File: config.mk
export PLATFORM = sky130hd
export DESIGN_NAME = hdlc_bit_deframer
export DESIGN_NICKNAME = d
export VERILOG_FILES = /design/src/rtl/hbd_pkg.sv /design/src/rtl/hdlc_bit_deframer.sv
export VERILOG_INCLUDE_DIRS = /design/src /design/src/rtl
export SDC_FILE = /design/constraint.sdc
export NUM_CORES = 1
export LEC_CHECK = 0
export BUFFER_PORTS_ARGS = -buffer_cell sky130_fd_sc_hd__buf_2
export CORE_MARGIN = 3
export CORE_UTILIZATION = 55
export DETAILED_ROUTE_END_ITERATION = 10
export GPL_TIMING_DRIVEN = 0
export PLACE_DENSITY = 0.77
export SLEW_MARGIN = 5
export SYNTH_ARGS = -nofsm -noshare
export SYNTH_HDL_FRONTEND = slang
export SYNTH_SLANG_ARGS = --single-unit
File: constraint.sdc
create_clock -name clock -period 3.2 [get_ports clock]
set_input_delay 0.8 -clock clock [delete_from_list [all_inputs] [get_ports clock]]
set_output_delay 0.8 -clock clock [all_outputs]
set_load 0.02 [all_outputs]
File: src/rtl/hdlc_bit_deframer_assert.svh
// Assertion macros for the HDLC bit deframer.
// Depends on nothing; included by hdlc_bit_deframer, which checks its own logic.
`ifndef HDLC_BIT_DEFRAMER_ASSERT_SVH
`define HDLC_BIT_DEFRAMER_ASSERT_SVH

// Same-cycle implication, checked outside reset
`define HBD_ASSERT_IMPL(lbl, clk, rst, ante, cons) \
   lbl: assert property (@(posedge clk) disable iff (rst) (ante) |-> (cons)) \
      else $error("hdlc_bit_deframer: same-cycle check failed");

// Next-cycle implication, checked outside reset
`define HBD_ASSERT_NEXT(lbl, clk, rst, ante, cons) \
   lbl: assert property (@(posedge clk) disable iff (rst) (ante) |=> (cons)) \
      else $error("hdlc_bit_deframer: next-cycle check failed");

`endif

File: src/rtl/hbd_pkg.sv
// Package for the HDLC bit deframer: register indexes, reset values,
// matching constants and the result type. No dependencies.
package hbd_pkg;

   // Configuration register indexes
   typedef enum logic [1:0] {
      CSR_FLAG_PATTERN  = 2'd0,
      CSR_ABORT_MASK    = 2'd1,
      CSR_ESCAPE_MARKER = 2'd2
   } csr_index_type;

   // Register reset values
   localparam logic [7:0] FLAG_PATTERN_RST  = 8'h7E;
   localparam logic [7:0] ABORT_MASK_RST    = 8'h7F;
   localparam logic [7:0] ESCAPE_MARKER_RST = 8'h1B;

   // Stuffed-zero detection: low six history bits equal 111110
   localparam logic [7:0] STUFF_MASK  = 8'h3F;
   localparam logic [7:0] STUFF_MATCH = 8'h3E;
   // New data bit enters the assembly at the top
   localparam logic [7:0] ENTRY_BIT   = 8'h80;

   // One output transfer
   typedef struct packed {
      logic [7:0] data;
      logic       last;
   } result_type;

endpackage

File: src/rtl/hdlc_bit_deframer.sv
// HDLC receive bit deframer: flag/abort detection, zero unstuffing, byte
// assembly and escaping. Depends on hbd_pkg and hdlc_bit_deframer_assert.svh.
// Latency: a result is presented the cycle after its bit is transferred in.
// Throughput: one bit per cycle while rsp_stall is low; a bit that yields an escaped byte (two
// results) holds off the next bit until the escape marker has left the two-entry result queue.
// Reset: synchronous, active high; clears history, frame state, assembly,
// queue and restores the register defaults.
module hdlc_bit_deframer (
   input  logic       clock,
   input  logic       reset,
   input  logic       req_valid,
   output logic       req_stall,
   input  logic       req_rx_bit,
   output logic       rsp_valid,
   input  logic       rsp_stall,
   output logic [7:0] rsp_out_byte,
   output logic       rsp_last,
   input  logic       csr_wr_en,
   input  logic [1:0] csr_index,
   input  logic [7:0] csr_wdata
);

   `include "hdlc_bit_deframer_assert.svh"

   // Configuration registers
   logic [7:0] flag_ff, flag_in;
   logic [7:0] abort_ff, abort_in;
   logic [7:0] escape_ff, escape_in;

   // Deframer state
   logic [7:0] history_ff, history_in;
   logic       in_frame_ff, in_frame_in;
   logic [7:0] asm_ff, asm_in;
   logic [2:0] bit_cnt_ff, bit_cnt_in;

   // Result queue: entry 0 is presented
   hbd_pkg::result_type entry0_ff, entry0_in;
   hbd_pkg::result_type entry1_ff, entry1_in;
   logic [1:0]          count_ff, count_in;

   logic                req_xfer;
   logic                rsp_xfer;
   logic                flag_hit, abort_hit, stuff_hit;
   logic [7:0]          byte_full;
   logic                special;
   logic [1:0]          push_n;
   hbd_pkg::result_type res0, res1;

   // Handshake: take a bit only when the queue is empty after this cycle's pop
   assign rsp_valid = (count_ff != 2'd0);
   assign rsp_xfer  = rsp_valid && !rsp_stall;
   assign req_stall = !((count_ff == 2'd0) || ((count_ff == 2'd1) && rsp_xfer));
   assign req_xfer  = req_valid && !req_stall;

   assign rsp_out_byte = entry0_ff.data;
   assign rsp_last     = entry0_ff.last;

   // Configuration writes
   always_comb begin
      flag_in   = flag_ff;
      abort_in  = abort_ff;
      escape_in = escape_ff;
      if (csr_wr_en) begin
         unique case (hbd_pkg::csr_index_type'(csr_index))
            hbd_pkg::CSR_FLAG_PATTERN:  flag_in   = csr_wdata;
            hbd_pkg::CSR_ABORT_MASK:    abort_in  = csr_wdata;
            hbd_pkg::CSR_ESCAPE_MARKER: escape_in = csr_wdata;
            default: ;
         endcase
      end
   end

   // Pattern matching on the updated history
   assign history_in = req_xfer ? {history_ff[6:0], req_rx_bit} : history_ff;
   assign flag_hit   = (history_in == flag_ff);
   assign abort_hit  = ((history_in & abort_ff) == abort_ff);
   assign stuff_hit  = ((history_in & hbd_pkg::STUFF_MASK) == hbd_pkg::STUFF_MATCH);
   assign byte_full  = asm_ff | (req_rx_bit ? hbd_pkg::ENTRY_BIT : 8'h00);
   assign special    = (byte_full == flag_ff) || (byte_full == abort_ff) ||
                       (byte_full == escape_ff);

   // Per-bit decision
   always_comb begin
      in_frame_in = in_frame_ff;
      asm_in      = asm_ff;
      bit_cnt_in  = bit_cnt_ff;
      push_n      = 2'd0;
      res0        = '{data: flag_ff, last: 1'b1};
      res1        = '{data: byte_full, last: 1'b1};
      if (req_xfer) begin
         if (flag_hit) begin
            push_n      = 2'd1;
            in_frame_in = 1'b1;
            asm_in      = 8'h00;
            bit_cnt_in  = 3'd0;
         end else if (abort_hit) begin
            in_frame_in = 1'b0;
         end else if (in_frame_ff && !stuff_hit) begin
            if (bit_cnt_ff == 3'd7) begin
               asm_in     = 8'h00;
               bit_cnt_in = 3'd0;
               if (special) begin
                  push_n = 2'd2;
                  res0   = '{data: escape_ff, last: 1'b0};
               end else begin
                  push_n = 2'd1;
                  res0   = '{data: byte_full, last: 1'b1};
               end
            end else begin
               bit_cnt_in = bit_cnt_ff + 3'd1;
               asm_in     = byte_full >> 1;
            end
         end
      end
   end

   // Queue update: a transfer in always lands in an empty queue
   always_comb begin
      entry0_in = entry0_ff;
      entry1_in = entry1_ff;
      count_in  = count_ff;
      if (req_xfer) begin
         entry0_in = res0;
         entry1_in = res1;
         count_in  = push_n;
      end else if (rsp_xfer) begin
         entry0_in = entry1_ff;
         count_in  = count_ff - 2'd1;
      end
   end

   // Control and configuration state
   always_ff @(posedge clock) begin
      if (reset) begin
         flag_ff     <= hbd_pkg::FLAG_PATTERN_RST;
         abort_ff    <= hbd_pkg::ABORT_MASK_RST;
         escape_ff   <= hbd_pkg::ESCAPE_MARKER_RST;
         history_ff  <= 8'h00;
         in_frame_ff <= 1'b0;
         asm_ff      <= 8'h00;
         bit_cnt_ff  <= 3'd0;
         count_ff    <= 2'd0;
      end else begin
         flag_ff     <= flag_in;
         abort_ff    <= abort_in;
         escape_ff   <= escape_in;
         history_ff  <= history_in;
         in_frame_ff <= in_frame_in;
         asm_ff      <= asm_in;
         bit_cnt_ff  <= bit_cnt_in;
         count_ff    <= count_in;
      end
   end

   // Queue payload
   always_ff @(posedge clock) begin
      entry0_ff <= entry0_in;
      entry1_ff <= entry1_in;
   end

   // Checks
   `HBD_ASSERT_IMPL(a_count_range, clock, reset, 1'b1, count_ff != 2'd3)
   `HBD_ASSERT_IMPL(a_xfer_room, clock, reset, req_xfer,
                    (count_ff == 2'd0) || rsp_xfer)
   `HBD_ASSERT_IMPL(a_escape_pair, clock, reset, rsp_valid && !rsp_last,
                    (count_ff == 2'd2) && entry1_ff.last)
   `HBD_ASSERT_NEXT(a_flag_enters, clock, reset, req_xfer && flag_hit,
                    in_frame_ff && (bit_cnt_ff == 3'd0) && rsp_valid)

endmodule

==> flow_metrics.py <==
metrics = {
    "route": {
        "wl_per_cell_um": 16.39,
        "vias_per_cell": 5.812,
        "met3_length_um": 519,
        "met1_length_um": 3638,
        "wl_met2_um": 3638,
        "drt-pass1-iter-count": 4,
        "totalWireLength_um": 7951,
        "antenna_left": 0,
        "vias": 2819,
        "drt_iter0_drc": 179,
        "top_layer": "met4",
        "drc": 0,
    },
    "final_layout": {
        "final_nets": 428,
        "final_util": 0.6697,
        "regArea_um2": 1411,
        "diodes": 0,
        "multi_input_area_um2": 1743,
        "instances_no_fill": 485,
        "fillers": 488,
        "fin_area_um2": 3824,
        "syn_to_final_growth_pct": 13.10,
        "drive_above_1_share": 0.1695,
    },
    "timing": {
        "final-setup-viol-count": 0,
        "worst_slack_ns": 0.2599,
        "worstMarginPinSlew_ns": 0.8760,
        "finalHoldViolations": 0,
        "timing.final.crit_share": 0.9188,
        "fmax_mhz": 340.1,
        "period_needed_ns": 2.940,
        "slew_headroom": 0.4121,
        "worst_clock_skew_ns": 0.007734,
        "tns_ns": 0,
        "slew_viol_final": 0,
        "rsz0062_at_grt": "no",
    },
    "synth": {
        "ys_warn_count": 0,
        "synth_ff_type": "dfxtp_1",
        "synth_area_um2": 3381,
        "ys_seq_elements": 62,
        "synthCells": 371,
        "yosysSeqAreaShare": 0.4175,
        "synth_area_per_cell_um2": 9.113,
        "synthDistinctLibCells": 51,
        "synth-edff-count": 17,
        "syn_nets": 391,
        "synthArstFlopShare": 0,
    },
    "pwr": {
        "power.density_nw_per_um2": 633.2,
        "ir_drop_mv": 0.3472,
        "seqPwrFrac": 0.414,
        "p_clk_frac": 0.324,
        "power.leakage_nw": 1.527,
        "swShare": 0.3310,
        "p_switching_mw": 0.8014,
        "p_int_mw": 1.620,
        "power_frac_comb": 0.262,
    },
    "clocking": {
        "clock-sinks": 62,
        "cts_tree": "built",
        "cts_buffer_depth": 2,
        "clk_latency_ns": 0.35,
        "clockRootBuffer": "clkbuf_8",
        "cts_resized": 0,
        "clkTransAtPathRegs_ns": 0.07,
        "htreeDepth": 3,
        "cts_buffers": 9,
        "cts_setup_buffers": 0,
        "hold_buffers": 0,
    },
    "placement": {
        "dp_hpwl_um": 5991,
        "finalWeightedCongestion": 0.8390,
        "dpl.cell_count": 469,
        "port-buffer-count": 26,
        "place_area_um2": 3601,
        "post-place-ws_ns": 0.06946,
    },
    "floorplanning": {
        "start_util": 0.5922,
        "rows": 27,
        "ios": 27,
        "coreArea_um2": 5709,
        "die_w_um": 84.40,
        "die_h_um": 84.40,
        "design.die.area_um2": 7123,
    },
    "worst_setup_path": {
        "cp.arrival_ns": 3.09,
        "worstSetupPathType": "reg -> reg",
        "critPathLaunchType": "flop",
        "cp_max_fo": 10,
        "crit_required_ns": 3.35,
        "critPathCaptureType": "flop",
    },
    "run_status": {
        "status": "finished, final reports clean",
    },
    "job": {
        "drv_cap": 0,
    },
    "global_routing": {
        "gr-total-overflow": 0,
        "grt_pass1_wl_um": 13160,
        "grt_util_all_layers": 0.2346,
        "grt_pass1_vias": 2630,
        "grt_antenna_before_repair": 0,
        "grt_max_degree": 13,
    },
    "hold_path": {
        "hp-class": "reg -> reg",
    },
}
[worst max-delay path: stages, from the launching register on]
cell and delay (ns):
dfxtp_1 0.38, inv_1 0.06, ha_1 0.26, buf_4 0.20
o21ai_4 0.30, mux2i_1 0.23, o21ai_1 0.23, a311oi_4 0.49
buf_6 0.20, a21oi_1 0.07, o31ai_1 0.31
[Yosys cell counts (all sizes together) (13+ instances only)]
master  instances  area share
a21oi          26       0.040
dfxtp          45        0.27
clkbuf         17       0.019
and3           16       0.031
nand3          18       0.035
nor2           34       0.038
mux2i          13       0.038
inv            26       0.029
edfxtp         17        0.15
nand2          29       0.033
xnor2          24       0.062
[through the flow]
stage / hold WS, ns / total power [mW]
floorplan: 0.4064 / 1.471
global placement: 0.4130 / 1.631
detailed placement: 0.4147 / 1.651
CTS: 0.4315 / 2.430
global route: 0.4403 / 2.529
finish: 0.4297 / 2.421
[final cells by class]
cell class,instances,area share
inverters,26,0.02552
well taps,72,0.02356
clock buffers,10,0.03599
plain buffers,26,0.03370
multi-input cells,257,0.4558
clock inverters,6,0.02225
flip-flops and latches,62,0.3691
repair buffers,26,0.03403
[cell families (layout without fill, tap and decap cells)]
family / Yosys count / after routing / share of synthesized area
AOI/OAI and AO/OA: 78 / 78 / 0.1791
and+or+nand+nor: 138 / 138 / 0.2209
DFF: 62 / 62 / 0.4175
muxes: 13 / 13 / 0.03849
adders and majority gates: 4 / 4 / 0.01480
buffers and inverters: 52 / 94 / 0.06699
xor gates and xnor gates: 24 / 24 / 0.06218
[placed cells by master, fill, tap and decap left out, types with 4 or more instances in the layout]
master and count:
a211o_1 10, a21oi_1 25, a31oi_1 5, and2_1 8, and3_1 15, buf_2 29, clkbuf_1 16, clkbuf_8 10
dfxtp_1 45, edfxtp_1 17, ha_1 4, inv_1 26, mux2i_1 13, nand2_1 28, nand3_1 14, nand3b_1 9
nand4_1 8, nor2_1 34, nor4b_1 4, o211ai_1 7, o31ai_1 7, o32ai_1 7, xnor2_1 24
[power groups by stage]
stage	clock [mW]	sequential, mW	combinational (mW)
after detailed placement	0	1.02	0.629
final	0.784	1.00	0.634
after global placement	0	1.02	0.615
after floorplan	0	1.08	0.390
after CTS	0.791	1.00	0.634
after global routing	0.825	1.01	0.691
[flip-flops by register name, summed over array words and instances, names as in the netlist]
signal / cells
history_ff: 8
rsp_last: 1
abort_ff: 8
asm_ff: 7
rsp_out_byte: 8
entry1_ff: 8
escape_ff: 8
bit_cnt_ff: 3
flag_ff: 8
in_frame_ff: 1
count_ff: 2
[metal layers]
metal,vias to the layer above,track usage
met5,-,0
met4,0,0.1007
met3,16,0.04024
met2,79,0.3644
met1,1336,0.3225
li1,1388,-
[final timing paths]
path | start | endpoint | slack, ns | cells past startpoint
worst max-delay path | count_ff[0]$_SDFFE_PP0P_ | rsp_out_byte[2]$_DFFE_PP_ | 0.26 | 10
worst min-delay path | asm_ff[4]$_SDFFE_PP0P_ | entry1_ff[5]$_DFFE_PN_ | 0.43 | 0
worst min register to register | asm_ff[4]$_SDFFE_PP0P_ | entry1_ff[5]$_DFFE_PN_ | 0.43 | 0
worst max register to register | count_ff[0]$_SDFFE_PP0P_ | rsp_out_byte[2]$_DFFE_PP_ | 0.26 | 10
(Power assumes the default switching activity.)
